**src/hdl/bse_pkg.sv**
```systemverilog
// ----------------------------------------------------------------------------
// bse_pkg: shared types, constants and functions of the BinHex stream encoder
// Holds the command codes, the 64-entry symbol table and the CRC-16 step.
// ----------------------------------------------------------------------------
`default_nettype none

package bse_pkg;

  // Command codes carried on the input tuser
  localparam logic [1:0] OP_DATA   = 2'd0;
  localparam logic [1:0] OP_CRC    = 2'd1;
  localparam logic [1:0] OP_FINISH = 2'd2;
  localparam logic [1:0] OP_START  = 2'd3;

  // Configuration register indexes
  localparam logic [1:0] REG_NL_LENGTH = 2'd0;
  localparam logic [1:0] REG_NL_FIRST  = 2'd1;
  localparam logic [1:0] REG_NL_SECOND = 2'd2;

  // Register reset values
  localparam logic [1:0] NL_LENGTH_RESET = 2'd2;
  localparam logic [7:0] NL_FIRST_RESET  = 8'd13;
  localparam logic [7:0] NL_SECOND_RESET = 8'd10;

  // Fixed characters and codes
  localparam logic [7:0]  ESC_BYTE   = 8'h90;
  localparam logic [7:0]  COLON_CHAR = 8'h3a;
  localparam logic [15:0] CRC_POLY   = 16'h1021;

  // At most this many characters per command leave the block
  localparam int unsigned MAX_CHARS = 8;

  // Defaults for the top-level parameters
  localparam int unsigned LINE_WIDTH_DEFAULT  = 64;
  localparam int unsigned QUEUE_DEPTH_DEFAULT = 4;

  // 6-bit group to text character
  localparam logic [7:0] SYM_TABLE [64] = '{
    8'h21, 8'h22, 8'h23, 8'h24, 8'h25, 8'h26, 8'h27, 8'h28,
    8'h29, 8'h2a, 8'h2b, 8'h2c, 8'h2d, 8'h30, 8'h31, 8'h32,
    8'h33, 8'h34, 8'h35, 8'h36, 8'h38, 8'h39, 8'h40, 8'h41,
    8'h42, 8'h43, 8'h44, 8'h45, 8'h46, 8'h47, 8'h48, 8'h49,
    8'h4a, 8'h4b, 8'h4c, 8'h4d, 8'h4e, 8'h50, 8'h51, 8'h52,
    8'h53, 8'h54, 8'h55, 8'h56, 8'h58, 8'h59, 8'h5a, 8'h5b,
    8'h60, 8'h61, 8'h62, 8'h63, 8'h64, 8'h65, 8'h66, 8'h68,
    8'h69, 8'h6a, 8'h6b, 8'h6c, 8'h6d, 8'h70, 8'h71, 8'h72
  };

  // Classified command, front to back
  typedef struct packed {
    logic [1:0] op;
    logic       esc;
    logic [7:0] data_byte;
  } cmd_t;

  // Line terminator settings
  typedef struct packed {
    logic [1:0] length;
    logic [7:0] first;
    logic [7:0] second;
  } nl_cfg_t;

  // Back-end status seen by the top level
  typedef struct packed {
    logic busy;
    logic crc_prep;
  } back_status_t;

  function automatic logic [7:0] sym_char(input logic [5:0] idx);
    return SYM_TABLE[idx];
  endfunction

  // One byte through the zero-augmented CRC-16, MSB first
  function automatic logic [15:0] crc_feed(input logic [15:0] crc, input logic [7:0] b);
    logic [15:0] t;
    logic [7:0]  c;
    t = crc;
    c = b;
    for (int i = 0; i < 8; i++) begin
      t = {t[14:0], 1'b0} ^ (t[15] ? CRC_POLY : 16'h0000) ^ {15'b0, c[7]};
      c = {c[6:0], 1'b0};
    end
    return t;
  endfunction

endpackage

`default_nettype wire

```
**src/hdl/binhex_stream_encoder_unit.sv**
```systemverilog
// ----------------------------------------------------------------------------
// binhex_stream_encoder_unit: BinHex 4.0 character stream generator
// Turns start, data byte, CRC and finish commands into BinHex text.
// ----------------------------------------------------------------------------
// Usage:
//   s_axis carries commands: tuser is the command (0 data byte, 1 emit CRC,
//   2 finish, 3 start), tdata the byte for data commands. m_axis carries one
//   text character per transfer; tlast marks the final character of a command.
//   The cfg port sets the line terminator (length, first, second byte); write
//   it only while the block is idle.
//   The CRC command first runs two zero bytes through the CRC for the zero
//   augmentation. Throughput: the sequencer emits one character per cycle
//   while m_axis is ready, with no gap between commands (a data byte makes
//   1 to 5 characters, on average about 1.4). A command queue in front lets
//   new commands enter while the sequencer works.
//   Reset clears the encoder state (line count 1, CRC 0) and the registers
//   return to CR LF. When m_axis stalls, the output register holds and the
//   sequencer waits; s_axis_tready drops once the command queue is full.
// ----------------------------------------------------------------------------
`default_nettype none

module binhex_stream_encoder_unit
  import bse_pkg::*;
#(
  parameter int unsigned LINE_WIDTH  = LINE_WIDTH_DEFAULT,
  parameter int unsigned QUEUE_DEPTH = QUEUE_DEPTH_DEFAULT
) (
  input  wire logic       clk,
  input  wire logic       rst,
  input  wire logic       s_axis_tvalid,
  output logic            s_axis_tready,
  input  wire logic [7:0] s_axis_tdata,   // [7:0] data_byte
  input  wire logic [1:0] s_axis_tuser,   // [1:0] op
  output logic            m_axis_tvalid,
  input  wire logic       m_axis_tready,
  output logic [7:0]      m_axis_tdata,   // [7:0] encoded_char
  output logic            m_axis_tlast,
  input  wire logic       cfg_wr_en,
  input  wire logic [1:0] cfg_index,
  input  wire logic [7:0] cfg_wr_data
);

  nl_cfg_t      nl_cfg;
  logic         q_valid;
  logic         q_ready;
  cmd_t         q_cmd;
  back_status_t back_status;

  // Configuration registers
  always_ff @(posedge clk) begin
    if (rst) begin
      nl_cfg.length <= NL_LENGTH_RESET;
      nl_cfg.first  <= NL_FIRST_RESET;
      nl_cfg.second <= NL_SECOND_RESET;
    end else if (cfg_wr_en) begin
      case (cfg_index)
        REG_NL_LENGTH: nl_cfg.length <= cfg_wr_data[1:0];
        REG_NL_FIRST:  nl_cfg.first  <= cfg_wr_data;
        REG_NL_SECOND: nl_cfg.second <= cfg_wr_data;
        default: ;
      endcase
    end
  end

  // Command intake and queue
  bse_front #(
    .QUEUE_DEPTH (QUEUE_DEPTH)
  ) u_front (
    .clk      (clk),
    .rst      (rst),
    .in_valid (s_axis_tvalid),
    .in_ready (s_axis_tready),
    .in_op    (s_axis_tuser),
    .in_data  (s_axis_tdata),
    .q_valid  (q_valid),
    .q_ready  (q_ready),
    .q_cmd    (q_cmd)
  );

  // Character sequencer
  bse_back #(
    .LINE_WIDTH (LINE_WIDTH)
  ) u_back (
    .clk       (clk),
    .rst       (rst),
    .nl_cfg    (nl_cfg),
    .q_valid   (q_valid),
    .q_ready   (q_ready),
    .q_cmd     (q_cmd),
    .out_valid (m_axis_tvalid),
    .out_ready (m_axis_tready),
    .out_char  (m_axis_tdata),
    .out_last  (m_axis_tlast),
    .status    (back_status)
  );

`ifndef ASSERT_OFF
  // A full queue always has a command to offer
  a_full_has_cmd: assert property (@(posedge clk) disable iff (rst)
    !s_axis_tready |-> q_valid)
    else $error("queue full but nothing offered to sequencer");

  // An idle sequencer takes a waiting command at once
  a_idle_takes: assert property (@(posedge clk) disable iff (rst)
    q_valid && !back_status.busy |-> q_ready)
    else $error("idle sequencer left a command waiting");

  // No output transfer right after reset
  a_reset_quiet: assert property (@(posedge clk)
    rst |=> !m_axis_tvalid)
    else $error("output valid after reset");

  // CRC preparation never pulls a new command
  a_crc_no_take: assert property (@(posedge clk) disable iff (rst)
    back_status.crc_prep |-> !q_ready)
    else $error("command taken during CRC preparation");
`endif

endmodule

`default_nettype wire

```
**src/hdl/bse_front.sv**
```systemverilog
// ----------------------------------------------------------------------------
// bse_front: command intake and queue
// Accepts input transfers, classifies them and holds them for the back end.
// ----------------------------------------------------------------------------
`default_nettype none

module bse_front
  import bse_pkg::*;
#(
  parameter int unsigned QUEUE_DEPTH = QUEUE_DEPTH_DEFAULT
) (
  input  wire logic       clk,
  input  wire logic       rst,
  input  wire logic       in_valid,
  output logic            in_ready,
  input  wire logic [1:0] in_op,
  input  wire logic [7:0] in_data,
  output logic            q_valid,
  input  wire logic       q_ready,
  output cmd_t            q_cmd
);

  localparam int unsigned PTR_W = (QUEUE_DEPTH > 1) ? $clog2(QUEUE_DEPTH) : 1;
  localparam int unsigned CNT_W = $clog2(QUEUE_DEPTH + 1);
  localparam logic [PTR_W-1:0] LAST_PTR = PTR_W'(QUEUE_DEPTH - 1);
  localparam logic [CNT_W-1:0] FULL_CNT = CNT_W'(QUEUE_DEPTH);

  cmd_t             slots [QUEUE_DEPTH];
  logic [PTR_W-1:0] wr_ptr;
  logic [PTR_W-1:0] rd_ptr;
  logic [CNT_W-1:0] count;
  cmd_t             cmd_in;
  logic             push;
  logic             pop;

  // Classify the incoming command
  always_comb begin
    cmd_in.op        = in_op;
    cmd_in.esc       = (in_data == ESC_BYTE);
    cmd_in.data_byte = in_data;
  end

  assign in_ready = (count != FULL_CNT);
  assign q_valid  = (count != '0);
  assign q_cmd    = slots[rd_ptr];
  assign push     = in_valid && in_ready;
  assign pop      = q_valid && q_ready;

  // Queue pointers and fill count
  always_ff @(posedge clk) begin
    if (rst) begin
      wr_ptr <= '0;
      rd_ptr <= '0;
      count  <= '0;
    end else begin
      if (push) begin
        wr_ptr <= (wr_ptr == LAST_PTR) ? '0 : wr_ptr + PTR_W'(1);
      end
      if (pop) begin
        rd_ptr <= (rd_ptr == LAST_PTR) ? '0 : rd_ptr + PTR_W'(1);
      end
      if (push && !pop) begin
        count <= count + CNT_W'(1);
      end else if (pop && !push) begin
        count <= count - CNT_W'(1);
      end
    end
  end

  // Queue storage
  always_ff @(posedge clk) begin
    if (push) begin
      slots[wr_ptr] <= cmd_in;
    end
  end

endmodule

`default_nettype wire

```
**src/hdl/bse_back.sv**
```systemverilog
// ----------------------------------------------------------------------------
// bse_back: character sequencer
// Runs one command at a time, one output character per cycle when not stalled,
// via the 8-to-6 packer, line breaker and CRC, into a registered output stage.
// ----------------------------------------------------------------------------
`default_nettype none

module bse_back
  import bse_pkg::*;
#(
  parameter int unsigned LINE_WIDTH = LINE_WIDTH_DEFAULT
) (
  input  wire logic       clk,
  input  wire logic       rst,
  input  wire nl_cfg_t    nl_cfg,
  input  wire logic       q_valid,
  output logic            q_ready,
  input  wire cmd_t       q_cmd,
  output logic            out_valid,
  input  wire logic       out_ready,
  output logic [7:0]      out_char,
  output logic            out_last,
  output back_status_t    status
);

  // Sequencer states
  localparam logic [2:0] ST_IDLE = 3'd0;
  localparam logic [2:0] ST_CRC  = 3'd1;
  localparam logic [2:0] ST_BODY = 3'd2;
  localparam logic [2:0] ST_TERM = 3'd3;
  localparam logic [2:0] ST_TAIL = 3'd4;

  localparam logic [6:0] LW7       = 7'(LINE_WIDTH);
  localparam logic [3:0] CHAR_CAP  = 4'(MAX_CHARS);
  localparam logic [3:0] CHAR_LAST = 4'(MAX_CHARS - 1);

  // Control state
  logic [2:0]  st, st_next;
  logic        crc_pre, crc_pre_next;
  logic        sub, sub_next;
  logic        term_pos, term_pos_next;
  logic        has_tail, has_tail_next;
  logic        tail_term, tail_term_next;
  logic        tok_feed, tok_feed_next;
  logic [2:0]  tok_cnt, tok_cnt_next;
  logic [3:0]  nchar, nchar_next;
  logic [1:0]  phase, phase_next;
  logic [5:0]  saved, saved_next;
  logic [6:0]  line_count, line_count_next;
  logic [15:0] crc, crc_next;
  logic        o_valid, o_valid_next;

  // Payload
  logic [7:0]  tok [4];
  logic [7:0]  tok_next [4];
  logic [7:0]  o_char, o_char_next;
  logic        o_last, o_last_next;

  // Per-cycle decode
  logic        nl_any, nl_two;
  logic        emit_ok, silent, adv, has_char, more, item_end, take;
  logic [7:0]  char_val;
  logic [7:0]  cur_byte;
  logic [5:0]  sym_idx;
  logic        tok_done;
  logic [1:0]  pk_phase;
  logic [5:0]  pk_saved;
  logic [6:0]  lc_inc;
  logic        line_end, term_after, body_more, term_more, body_rem;
  logic [15:0] crc_aug;
  logic        esc_hi, esc_lo;

  assign nl_any = (nl_cfg.length != 2'd0);
  assign nl_two = nl_cfg.length[1];

  assign cur_byte = tok[0];
  assign lc_inc   = line_count + 7'd1;
  assign line_end = (lc_inc == LW7);

  // 8-to-6 packing of the head token
  always_comb begin
    case (phase)
      2'd1: begin
        sym_idx  = saved | {2'b00, cur_byte[7:4]};
        tok_done = 1'b1;
        pk_phase = 2'd2;
        pk_saved = {cur_byte[3:0], 2'b00};
      end
      2'd2: begin
        if (!sub) begin
          sym_idx  = saved | {4'b0000, cur_byte[7:6]};
          tok_done = 1'b0;
          pk_phase = phase;
          pk_saved = saved;
        end else begin
          sym_idx  = cur_byte[5:0];
          tok_done = 1'b1;
          pk_phase = 2'd0;
          pk_saved = 6'd0;
        end
      end
      default: begin
        sym_idx  = cur_byte[7:2];
        tok_done = 1'b1;
        pk_phase = 2'd1;
        pk_saved = {cur_byte[1:0], 4'b0000};
      end
    endcase
  end

  // Sequencer next state
  always_comb begin
    st_next         = st;
    crc_pre_next    = crc_pre;
    sub_next        = sub;
    term_pos_next   = term_pos;
    has_tail_next   = has_tail;
    tail_term_next  = tail_term;
    tok_feed_next   = tok_feed;
    tok_cnt_next    = tok_cnt;
    tok_next        = tok;
    nchar_next      = nchar;
    phase_next      = phase;
    saved_next      = saved;
    line_count_next = line_count;
    crc_next        = crc;
    o_valid_next    = o_valid && !out_ready;
    o_char_next     = o_char;
    o_last_next     = o_last;

    emit_ok    = !o_valid || out_ready;
    silent     = (nchar == CHAR_CAP);
    has_char   = 1'b0;
    adv        = 1'b0;
    more       = 1'b0;
    char_val   = COLON_CHAR;
    term_after = line_end && nl_any;
    body_more  = !tok_done || (tok_cnt > 3'd1);
    term_more  = !term_pos && nl_two;
    body_rem   = (tok_cnt != 3'd0);
    crc_aug    = crc_feed(crc, 8'h00);
    esc_hi     = (crc_aug[15:8] == ESC_BYTE);
    esc_lo     = (crc_aug[7:0] == ESC_BYTE);

    case (st)
      // Two zero bytes into the CRC, then queue its bytes as tokens
      ST_CRC: begin
        adv = 1'b1;
        if (!crc_pre) begin
          crc_next     = crc_aug;
          crc_pre_next = 1'b1;
        end else begin
          tok_next[0]   = crc_aug[15:8];
          tok_next[1]   = esc_hi ? 8'h00 : crc_aug[7:0];
          tok_next[2]   = esc_hi ? crc_aug[7:0] : 8'h00;
          tok_next[3]   = 8'h00;
          tok_cnt_next  = 3'd2 + {2'b00, esc_hi} + {2'b00, esc_lo};
          tok_feed_next = 1'b0;
          crc_next      = 16'h0000;
          sub_next      = 1'b0;
          st_next       = ST_BODY;
        end
      end

      // One table symbol
      ST_BODY: begin
        has_char = 1'b1;
        adv      = silent || emit_ok;
        char_val = sym_char(sym_idx);
        more     = term_after || body_more || has_tail;
        if (adv) begin
          phase_next      = pk_phase;
          saved_next      = pk_saved;
          sub_next        = (phase == 2'd2) && !sub;
          line_count_next = line_end ? 7'd0 : lc_inc;
          if (tok_done) begin
            tok_next[0]   = tok[1];
            tok_next[1]   = tok[2];
            tok_next[2]   = tok[3];
            tok_cnt_next  = tok_cnt - 3'd1;
            tok_feed_next = 1'b0;
            if (tok_feed) begin
              crc_next = crc_feed(crc, cur_byte);
            end
          end
          term_pos_next = 1'b0;
          if (term_after) begin
            st_next = ST_TERM;
          end else if (body_more) begin
            st_next = ST_BODY;
          end else if (has_tail) begin
            st_next = ST_TAIL;
          end else begin
            st_next = ST_IDLE;
          end
        end
      end

      // Line terminator bytes
      ST_TERM: begin
        has_char = 1'b1;
        adv      = silent || emit_ok;
        char_val = term_pos ? nl_cfg.second : nl_cfg.first;
        more     = term_more || body_rem || has_tail;
        if (adv) begin
          if (term_more) begin
            term_pos_next = 1'b1;
          end else begin
            term_pos_next = 1'b0;
            if (body_rem) begin
              st_next = ST_BODY;
            end else if (has_tail) begin
              st_next = ST_TAIL;
            end else begin
              st_next = ST_IDLE;
            end
          end
        end
      end

      // Closing or opening colon
      ST_TAIL: begin
        has_char = 1'b1;
        adv      = silent || emit_ok;
        char_val = COLON_CHAR;
        more     = tail_term && nl_any;
        if (adv) begin
          has_tail_next = 1'b0;
          term_pos_next = 1'b0;
          st_next       = more ? ST_TERM : ST_IDLE;
        end
      end

      default: begin
        st_next = ST_IDLE;
      end
    endcase

    // Output register write, last flag also closes a capped command
    if (adv && has_char && !silent) begin
      o_valid_next = 1'b1;
      o_char_next  = char_val;
      o_last_next  = !more || (nchar == CHAR_LAST);
      nchar_next   = nchar + 4'd1;
    end

    item_end = adv && has_char && !more;
    take     = q_valid && ((st == ST_IDLE) || item_end);

    // Load the next command
    if (take) begin
      nchar_next     = 4'd0;
      term_pos_next  = 1'b0;
      sub_next       = 1'b0;
      crc_pre_next   = 1'b0;
      has_tail_next  = 1'b0;
      tail_term_next = 1'b0;
      tok_feed_next  = 1'b1;
      case (q_cmd.op)
        OP_DATA: begin
          tok_next[0]  = q_cmd.data_byte;
          tok_next[1]  = 8'h00;
          tok_cnt_next = q_cmd.esc ? 3'd2 : 3'd1;
          st_next      = ST_BODY;
        end
        OP_CRC: begin
          st_next = ST_CRC;
        end
        OP_FINISH: begin
          tail_term_next = 1'b1;
          if (phase_next != 2'd0) begin
            tok_next[0]   = 8'h00;
            tok_cnt_next  = 3'd1;
            has_tail_next = 1'b1;
            st_next       = ST_BODY;
          end else begin
            st_next = ST_TAIL;
          end
        end
        default: begin
          phase_next      = 2'd0;
          saved_next      = 6'd0;
          line_count_next = 7'd1;
          crc_next        = 16'h0000;
          st_next         = ST_TAIL;
        end
      endcase
    end
  end

  // Control registers
  always_ff @(posedge clk) begin
    if (rst) begin
      st         <= ST_IDLE;
      crc_pre    <= 1'b0;
      sub        <= 1'b0;
      term_pos   <= 1'b0;
      has_tail   <= 1'b0;
      tail_term  <= 1'b0;
      tok_feed   <= 1'b0;
      tok_cnt    <= 3'd0;
      nchar      <= 4'd0;
      phase      <= 2'd0;
      saved      <= 6'd0;
      line_count <= 7'd1;
      crc        <= 16'h0000;
      o_valid    <= 1'b0;
    end else begin
      st         <= st_next;
      crc_pre    <= crc_pre_next;
      sub        <= sub_next;
      term_pos   <= term_pos_next;
      has_tail   <= has_tail_next;
      tail_term  <= tail_term_next;
      tok_feed   <= tok_feed_next;
      tok_cnt    <= tok_cnt_next;
      nchar      <= nchar_next;
      phase      <= phase_next;
      saved      <= saved_next;
      line_count <= line_count_next;
      crc        <= crc_next;
      o_valid    <= o_valid_next;
    end
  end

  // Payload registers
  always_ff @(posedge clk) begin
    tok    <= tok_next;
    o_char <= o_char_next;
    o_last <= o_last_next;
  end

  assign q_ready         = take;
  assign out_valid       = o_valid;
  assign out_char        = o_char;
  assign out_last        = o_last;
  assign status.busy     = (st != ST_IDLE);
  assign status.crc_prep = (st == ST_CRC);

endmodule

`default_nettype wire
```
**config.mk**
```make
export PLATFORM = sky130hd
export DESIGN_NAME = binhex_stream_encoder_unit
export DESIGN_NICKNAME = d
export VERILOG_FILES = /design/src/hdl/bse_pkg.sv /design/src/hdl/binhex_stream_encoder_unit.sv /design/src/hdl/bse_front.sv /design/src/hdl/bse_back.sv
export SDC_FILE = /design/constraint.sdc
export NUM_CORES = 1
export LEC_CHECK = 0
export BUFFER_PORTS_ARGS = -buffer_cell sky130_fd_sc_hd__buf_2
export CAP_MARGIN = 20
export CORE_MARGIN = 5
export CORE_UTILIZATION = 29
export CTS_CLUSTER_DIAMETER = 200
export DETAILED_ROUTE_END_ITERATION = 10
export GPL_TIMING_DRIVEN = 1
export PLACE_DENSITY = 0.56
export SYNTH_ARGS = -nofsm -noshare
export SYNTH_HDL_FRONTEND = slang
export SYNTH_SLANG_ARGS = --single-unit
```
**constraint.sdc**
```tcl
create_clock -name clk -period 7 [get_ports clk]
set_input_delay 1.4 -clock clk [delete_from_list [all_inputs] [get_ports clk]]
set_output_delay 1.4 -clock clk [all_outputs]
set_load 0.02 [all_outputs]
```
* After elaboration in Yosys (flattened, before gate mapping)
Memories as Yosys holds them, arrays and structs flattened. A register that Yosys moved wholly into a read port is not among the register bits.
Cells that the tools add are included.
** Operators by class
- $add $sub $neg :: 9
- Muxes and demuxes :: 107
- Div/mod/pow operators :: 0
- Bitwise operators :: 26
- Order comparisons :: 2
- Reduce and logical (&&, ||, !) cells :: 57
- Equality and inequality tests :: 30
- $mul :: 0
- Shift operators :: 0
** Operators by type and width (count)
- $xor A16 B16 Y16 :: 15
- $mux W13 :: 15
- $xor A16 B1 Y16 :: 8
- $mux W16 :: 7
- $mux W8 :: 7
- $mux W3 :: 18
- $mux W24 :: 2
- $pmux W24 S2 :: 1
- $mux W6 :: 6
- $mux W7 :: 5
- $mux W32 :: 1
- $pmux W16 S2 :: 1
- $pmux W8 S2 :: 2
- $eq A8 B8 Y1 const B :: 3
- $pmux W6 S2 :: 2
- $mux W2 :: 11
- $mux W1 :: 19
- $reduce_bool A2 Y1 :: 7
- $logic_and A1 B1 Y1 :: 13
- $ne A3 B2 Y1 const B :: 4
- $pmux W3 S2 :: 2
- $pmux W3 S4 :: 1
- $eq A2 B2 Y1 const B :: 5
- $ne A2 B1 Y1 const B :: 5
- 36 further kinds :: 71
** Storage, ports and cells
- Input bits :: 25
- Latch bits :: 0
- Memories :: 2
- Logic and storage cells :: 258
- Bits in registers :: 106
- Bits in read-only memories :: 512
- Memory bits (writable) :: 44
** Memories
- (no name shown) :: words 64, bits a word 8, rd ports 1, clocked after memory_dff 0, write ports 0, line bse_pkg.sv:70 : return SYM_TABLE[idx];
- u_front.slots :: words 4, bits a word 11, rd ports 1, clocked after memory_dff 1, write ports 1, line bse_front.sv:28 : cmd_t slots [QUEUE_DEPTH];

* Logic depth before layout (Yosys ltp)
Gate-level depths: netlist of the first run.
- Word-level depth :: 30
- Depth in mapped cells :: 15

* Cells and area by module
From an unflattened synthesis of the first run, not the netlist that was laid out.
** Unflattened totals
- Cell total of the unflattened synthesis :: 778
- Area total of the unflattened synthesis :: 7903.8 um2
** Modules (own cells, without submodules)
- bse_back :: seq. area each 1791.7 um2, cells an instance 596, area an instance 5054.8 um2, times used 1
- bse_front :: seq. area each 1501.4 um2, cells an instance 108, area an instance 2084.5 um2, times used 1
- binhex_stream_encoder_unit :: seq. area each 360.3 um2, cells an instance 74, area an instance 764.5 um2, times used 1

* Worst setup path after synthesis of the first run
Ideal clock, no wire load.
- Kind :: input -> register
- Start point :: input m_axis_tready
- End point :: register u_front.count[2]
- Cell stages on the path :: 13
- Arrival time :: 3671 ps
- Data required time :: 6930 ps
- Setup time :: 70 ps
- Setup slack :: 3259 ps
- Path through :: nor2b_1 -> and2_1 -> clkbuf_1 -> nor2_1 -> and2_1 -> a32o_2 -> inv_4 -> buf_12 -> ha_1 -> fa_1 -> xnor2_1 -> or3_1 -> a21oi_1
** Between the ends
- Cells in the longest elaborated chain, start to end :: 11
- Elaborated cells between the ends (all ways) :: 13
- Classes of those cells :: 2 x mux; 11 x reduce/logical
** RTL lines
- start, declared :: line binhex_stream_encoder_unit.sv:35 : input wire logic m_axis_tready,
- $logic_or A1 B1 Y1 (*) :: line bse_back.sv:131 : emit_ok = !o_valid || out_ready;
- $logic_or A1 B1 Y1 (*) :: line bse_back.sv:168, bse_back.sv:202, bse_back.sv:224
- $pmux W1 S2 (*) :: line bse_back.sv:145 : case (st)
- $logic_and A1 B1 Y1 (*) (2 in series) :: line bse_back.sv:247 : item_end = adv && has_char && !more;
- $logic_or A1 B1 Y1 (*) :: line bse_back.sv:248 : take = q_valid && ((st == ST_IDLE) || item_end);
- $logic_and A1 B1 Y1 (*) :: line bse_back.sv:248
- $logic_and A1 B1 Y1 (*) :: line bse_front.sv:47 : assign pop = q_valid && q_ready;
- $logic_not A1 Y1 :: line bse_front.sv:62 : if (push && !pop) begin
- $logic_and A1 B1 Y1 :: line bse_front.sv:62
- $mux W3 / $reduce_bool A2 Y1 (equally long branches)
- end signal, assigned :: line bse_front.sv:63 : count <= count + CNT_W'(1);
- end signal, assigned :: line bse_front.sv:65 : count <= count - CNT_W'(1);
- end, declared :: line bse_front.sv:31 : logic [CNT_W-1:0] count;
Mark *: on every way between the ends. The rest lies on a longest branch, timed or not.
A chain may end at the register's enable or synchronous reset.

* Worst setup path in the final report of the first run
Ends and elaborated chain as after synthesis.

==> results of run 1 <==
kinds of logic (layout without fill, tap and decap cells):
group,Yosys count,count (layout),share of synthesized area
adders and majority gates,25,25,0.0412
DFF,152,152,0.470
buffers and inverters,77,99,0.0456
and+or+nand+nor,245,245,0.159
AOI/OAI and AO/OA,179,179,0.171
xor gates and xnor gates,43,43,0.0485
muxes,35,35,0.0633
layout make-up:
class                   instances  share of cell area
multi-input cells             527               0.428
flip-flops and latches        152               0.415
well taps                     341              0.0485
clock buffers                  17              0.0484
repair buffers                 41              0.0250
clock inverters                15              0.0235
inverters                      26              0.0114
routing by layer:
metal,GRT usage,vias to the layer above,routed length (µm)
met5,0,-,0
met4,0.0350,0,255
met3,0.0264,17,893
met2,0.194,144,8540
met1,0.164,2793,8660
li1,-,2832,-
metrics by stage:
step / area [µm²] / total power, mW
finish: 8800 / 3.46
global route: 8800 / 3.69
CTS: 8800 / 3.48
detailed placement: 8160 / 2.52
global placement: 8160 / 2.51
floorplan: 7770 / 2.24
cells in the final DEF, fill, tap and decap left out, types with 21 or more instances in the layout:
master / instances
nor2_1: 67
o21ai_0: 27
xor2_1: 23
inv_1: 24
mux2i_1: 21
a222oi_1: 24
dfxtp_1: 91
nand2_1: 64
ha_1: 24
a21oi_1: 39
buf_2: 35
edfxtp_1: 61
power breakdown:
group,internal (mW),switching [mW]
clock network,0.494,0.456
logic,0.474,0.796
registers,1.08,0.160
worst register-to-register path: stages, from the launching register on:
cell      delay [ns]
dfxtp_1         0.36
inv_1           0.09
ha_1            0.62
inv_1           0.22
a31oi_1         0.75
ha_1            0.42
mux2i_1         0.10
o311ai_0        0.31
a211oi_1        0.10
nor4_1          0.28
worst max-delay path by stage:
| stage | to | slack, ns |
|---|---|---|
| floorplan | u_front.count[2] | 3.26 |
| global placement | u_front.count[2] | 3.02 |
| detailed placement | u_front.count[2] | 2.97 |
| CTS | u_front.count[2] | 3.41 |
| global route | u_front.count[2] | 3.22 |
| finish | u_front.count[2] | 3.41 |
flip-flops by register name, indices dropped and copies added, names as in the netlist, 2 cells and up, named ones only:
signal / flops
u_back.out_char: 8
u_back.phase: 2
u_back.nchar: 4
u_front.wr_ptr: 2
u_back.crc: 16
u_front.count: 3
u_back.cur_byte: 8
u_back.tok_cnt: 3
u_front.rd_ptr: 2
u_back.st: 3
u_back.saved: 6
nl_cfg: 18
u_back.tok: 16
u_front.slots: 44
u_back.line_count: 7
==> results.md, run 1 <==
Timing:
- The count of final hold-check violations was 0.
- Setup repair after global routing left no endpoint under its margin.
- The final setup TNS is 0 ns.
- The tightest hold path in the finished design has a slack of 0.451 ns.
- Headroom to the max-slew limit came out at 0.348.
- The part of the cycle the worst path needs is 0.512.
- Setup violations remaining at the end of the flow were counted as 0.
- For the pin with the worst max-slew slack, the measured transition is 0.974 ns.
- The max-slew violation total from the final report is 0.
- The worst path setup slack after routing is 3.41 ns.
- The shortest clock period the worst path allows after layout is 3.59 ns.
- The worst setup skew after layout is 0.0126 ns.
- The maximum operating frequency is 279 MHz.

Setup path:
- The critical path is of the in -> reg type.
- STA classifies the critical path startpoint as an input port.
- The buffering stage count on the worst path with inverters included is 2.
- The data arrival time of the critical path is 3.94 ns.
- The source of the worst register-to-register timing path is u_back.phase[0].
- The cell class contributing the biggest share of worst-path delay is simple AND/OR/NAND/NOR gates.
- The critical path's slowest cell is and2_1.
- Traced cell by cell, the critical path runs through buf_2 > nor2b_1 > and2_1 > nor2_1 > and2_1 > a32o_2 > inv_4 > ha_1 > fa_1 > xnor2_1 > or3_1 > a21oi_1.
- In this run the number of cells on the critical path is 12.
- The required time at the endpoint of the critical path is 7.35 ns.
- The kind of capture point of the worst setup path is a flop.
- The maximum fanout along the worst path is 13.
- Across all register-to-register paths, the minimum setup slack is 3.58 ns.
- The reg-to-reg critical path endpoint is u_back.out_char[1].
- The logic depth of the worst register-to-register path is 9.
- The launch point of the critical path is m_axis_tready.
- The most repeated library cell on the critical path is and2_1.
- The stage delay of the slowest cell on the critical path is 0.35 ns.

Power:
- The worst voltage drop across the vdd grid is 0.217 mV.
- The power per cell area is 393 nW/µm².
- The leakage power total is 3.20 nW.

Detailed routing:
- The mean number of vias per cell is 5.17.
- The initial detailed-routing violation count is 565.
- The final layout contains routed wiring with a total length of 18,400 µm.
- The number of vias in the routed layout is 5,786.
- The count of unresolved DRC violations after routing is 0.
- The count of nets left with antenna violations once routing finished came out at 0.
- Dividing the detail-routed wire length by the instance count gives 16.4 µm.
- The first TritonRoute pass finished after 7 iterations.

Floorplan:
- The die is 174 µm tall.
- The die covers 30,200 µm².
- For this configuration, the core starts out at a cell density of 0.291.
- The top-level port count is 36.
- The width of the die is 174 µm.
- The floorplan step defined a core boundary enclosing 26,700 µm².
- In this run the core area contains 60 standard-cell rows.

Clock network:
- Clock-pin slew was measured on the worst setup and hold paths at 0.07 ns.
- Clock latency on the worst-skew pair, taken at its later pin, is 0.43 ns.
- The TritonCTS clock tree is yes.
- The number of gates resized after CTS is 0.
- No sink is reached through more buffers than the 2 on the longest clock path.
- The root buffer cell chosen for the clock tree is clkbuf_16.
- Buffers inserted during clock tree synthesis total 17.
- Hold repair after CTS inserted 0 buffers.
- The number of setup buffers added after CTS is 0.
- The clock drives 152 sinks.
- The H-tree was split into 4 levels.

Layout:
- After the last flow step, the layout net total stands at 815.
- The filler cell count in the final layout is 2,676.
- The share of the core filled with cells in the final layout is 0.330.
- The share of cells above drive strength 1 is 0.152.
- The area growth from synthesis to layout is 13.3%.
- The storage element area is 3650 µm².
- The final cell count without fillers is 1,119.
- The number of diodes added for antenna fixing is 0.
- The multi-input combinational cells in the finished layout cover a total of 3760 µm².

Synth:
- The sequential element share of the synthesized area is 0.470.
- The dominant register cell in the synthesized netlist is dfxtp_1.
- The post-synthesis net count is 806.
- Sorting the synthesized cells by area gives the leading types as edfxtp_1 (24%), dfxtp_1 (23%), ha_1 (3.9%), nor2_1 (3.2%), mux4_2 (3.2%).
- The share of synthesized area in the top cell type comes to 0.236.
- The number of unique standard cell types used by synthesis is 79.
- Of all flip-flops after synthesis, the portion carrying an async set or reset was 0.
- The synthesized design contains 61 enable-type register cells.
- The average cell area after synthesis is 10.3 µm².
- The library cell with the largest summed area after synthesis is edfxtp_1.
- The flip-flop and latch count after synthesis is 152.
- The Yosys step of the flow raised 0 warnings.
- Counting every instance in the synthesized netlist gives 756.
- By count the netlist is led by dfxtp_1 (91), nor2_1 (67), nand2_1 (64), edfxtp_1 (61), a21oi_1 (39).
- The cell area that synthesis handed to floorplanning was 7770 µm².
- The most instantiated library cell after synthesis is dfxtp_1.

Hold path:
- The worst hold path was traced through 2 stages.
- The path class of the lowest-slack min-delay path is reg -> reg.
- The worst-case hold path end point is u_back.saved[0].
- The worst hold path begins at u_back.saved[0].

Global routing:
- After global routing the overflow that remains totals 0.
- The via count of the first global-routing pass was 5,650.
- In the global route stage, overall resource usage came out at 0.121.
- The largest net degree at the start of global routing is 29.
- The initial antenna violation count is 0.
- The global-route wire length before repair is 29,900 µm.

Place:
- The count of placed standard cells including taps is 1,087.
- The final weighted congestion in routability-driven placement is 0.799.
- Buffers placed on the I/O ports in this run total 35.
- The pre-CTS setup slack is 2.97 ns.
- After legalization and detailed placement, the total HPWL measured 12,600 µm.

Outcome:
- The run finished with clean final reports.

Flow run:
- The tool flagged a number of max-cap violations equal to 0.
Note: power is estimated with default switching activity, not from simulation.
==> inputs of run 2 (changes only) <==
clock period = 3.6 ns   (was 7 ns; I/O delays follow)
==> run 2 against run 1 <==
Utilization grew 0.57 points. Total power grew 97%. Sequential power grew 91%. Wire length grew 0.37%. Design area grew 1.7%. Sequential share of layout area shrank 0.71 points. Critical endpoint unchanged.
==> results.md, run 2 (synthesis gave the netlist of run 1 again) <==
Clock network:
- The root buffer cell chosen for the clock tree is clkbuf_16.
- The clock passes through at most 2 buffers.
- The number of gates resized after CTS is 0.
- The total of hold buffers inserted after clock tree synthesis is 0.
- The number of clock buffers inserted by TritonCTS is 17.
- The TritonCTS clock tree is yes.
- The CTS sink count is 152.
- The count of buffers added by post-CTS timing repair for setup is 0.
- The clock-pin slew of the registers on the worst-case setup and hold paths is 0.07 ns.
- In this run the number of H-tree levels came out at 4.
- Clock latency on the worst-skew pair, taken at its later pin, is 0.43 ns.

Timing:
- Measured against its own limit, the worst slew margin works out to 0.268.
- The actual slew at the worst max-slew pin is 1.09 ns.
- The max-slew violation total from the final report was 0.
- Setup repair after global routing left no endpoint under its margin.
- Based on the critical path, the design can be clocked at up to 322 MHz.
- The worst path setup slack after routing is 0.494 ns.
- The part of the cycle the worst path needs is 0.863.
- Setup violations remaining at the end of the flow were counted as 0.
- After routing, the total negative slack on setup checks comes to 0 ns.
- The count of final hold-check violations came to 0.
- Across the routed clock network, the largest skew measured is 0.0106 ns.
- The shortest clock period the worst path allows after layout is 3.11 ns.
- The worst hold slack is 0.457 ns.

Power:
- The share of total power dissipated in sequential elements is 0.348.
- The switching power as a share of total power is 0.397.
- The power per cell area is 763 nW/µm².
- The analysis attributes to net switching a power of 2.71 mW.
- The analysis attributes to cell leakage a power of 3.30 nW.
- The overall power is 6.83 mW.
- The worst voltage drop across the vdd grid is 0.477 mV.
- The power share of the combinational group is 0.384.
- The internal power of the cells totals 4.12 mW.
- The share of total power dissipated in the clock network is 0.269.

Global routing:
- The global-route wire length before repair is 30,300 µm.
- The via count of the first global-routing pass is 5,725.
- Entering global routing, the biggest net connects 29 pins.
- After global routing the overflow that remains totals 0.
- The initial antenna violation count came to 0.
- The total global-route track usage is 0.123.

Layout:
- The register name with the most flops is u_front.slots.
- In the final layout, the share of cells above drive strength 1 is 0.175.
- The number of diodes added for antenna fixing is 0.
- The final cell area excluding filler cells is 8950 µm².
- In the final design database the tool counted 837 nets.
- The final cell count without fillers is 1,141.
- The share of the core filled with cells in the final layout is 0.336.
- The filler cell count in the final layout is 2,677.
- In the layout the commonest cells are dfxtp_1 (91), nor2_1 (67), nand2_1 (64).
- The register with the most flip-flops in the layout has 44 of them.
- The most common library cell in the layout ignoring fill and taps is dfxtp_1.
- Compared with the post-synthesis result, the final layout area differs by 15.2%.
- The largest registers in the layout are u_front.slots (44), nl_cfg (18).

Flow run:
- Across the run, the number of max-cap violations was 0.

Detailed routing:
- After detailed routing, the number of vias per cell comes to 5.16.
- The count of unresolved DRC violations after routing is 0.
- After detailed routing, the average wire length per cell comes to 16.1 µm.
- The final layout contains routed wiring with a total length of 18,400 µm.
- After the first detailed-routing iteration, the DRC count stood at 603.
- The final antenna-violating net count is 0.
- Summing over every cut layer, the via total after detailed routing is 5,887.
- The first detailed-routing pass ran for 6 iterations.

Setup path:
- The maximum fanout along the worst path is 8.
- The kind of capture point of the worst setup path is a flop.
- For the worst setup path, the data arrival time is 3.46 ns.
- Data on the critical path is required at its endpoint by 3.95 ns.
- The worst setup path is of the reg -> reg kind.
- The nature of the critical path startpoint is a flop.

Floorplan:
- 36 I/O pins were placed.
- The die height is 174 µm.
- In this run the horizontal extent of the chip is 174 µm.
- The initial core utilization is 0.291.
- The overall die area is 30,200 µm².
- The floorplan core area is 26,700 µm².
- The number of core rows is 60.

Place:
- The count of placed standard cells including taps is 1,109.
- The count of buffers from port buffering is 35.
- The post-detailed-placement cell area is 8330 µm².
- The wire-length estimate of the detail-placed layout is 13,000 µm.
- OpenSTA, run right after detailed placement, puts the worst setup slack at 0.527 ns.
- Routability-driven placement finished with a final weighted congestion of 0.818.

Hold path:
- In this run the worst hold path is classified as reg -> reg.

Outcome:
- The run finished with clean final reports.
-- run 2: cell count changes in the layout (fill, tap and decap cells not counted), moves of 2 or more --
cell	delta
buf_4	+22
inv_12	-2
inv_8	+2
clkinv_8	-3
-- run 2: power groups by stage --
stage	combinational [mW]	clock (mW)	sequential, mW
global placement	2.60	0	2.41
floorplan	2.05	0	2.30
CTS	2.62	1.88	2.37
detailed placement	2.61	0	2.41
global route	2.92	1.95	2.41
finish	2.62	1.83	2.37
-- run 2: layout make-up --
class	instances	area [µm²]	area share
inverter	26	100	0.0112
multi-input combinational	527	3760	0.421
tap	341	427	0.0477
clock inverter	15	194	0.0217
clock buffer	17	425	0.0475
sequential	152	3650	0.408
timing repair buffer	63	385	0.0431
-- run 2: critical path: stages, from the launching register on --
cell and delay [ns]:
dfxtp_1 0.33, inv_1 0.07, ha_1 0.30, nor2b_1 0.24
nor4_2 0.21, a31oi_1 0.08, o21ai_0 0.25, a32o_2 0.33
inv_4 0.04, ha_1 0.21, fa_1 0.39, xnor2_1 0.15
or3_1 0.30, a21oi_1 0.14
-- run 2: final timing paths --
path | startpoint | end | slack, ns | depth (start not counted)
setup reg to reg | u_back.phase[0] | u_front.count[2] | 0.49 | 13
hold reg to reg | nl_cfg[14] | nl_cfg[14] | 0.46 | 2
hold / removal | nl_cfg[14] | nl_cfg[14] | 0.46 | 2
setup / recovery | u_back.phase[0] | u_front.count[2] | 0.49 | 13
-- run 2: per-layer routing --
metal  share of wire  track usage
met1            0.46        0.167
met2            0.47        0.196
met3           0.052       0.0242
met4           0.021       0.0416
met5               0            0
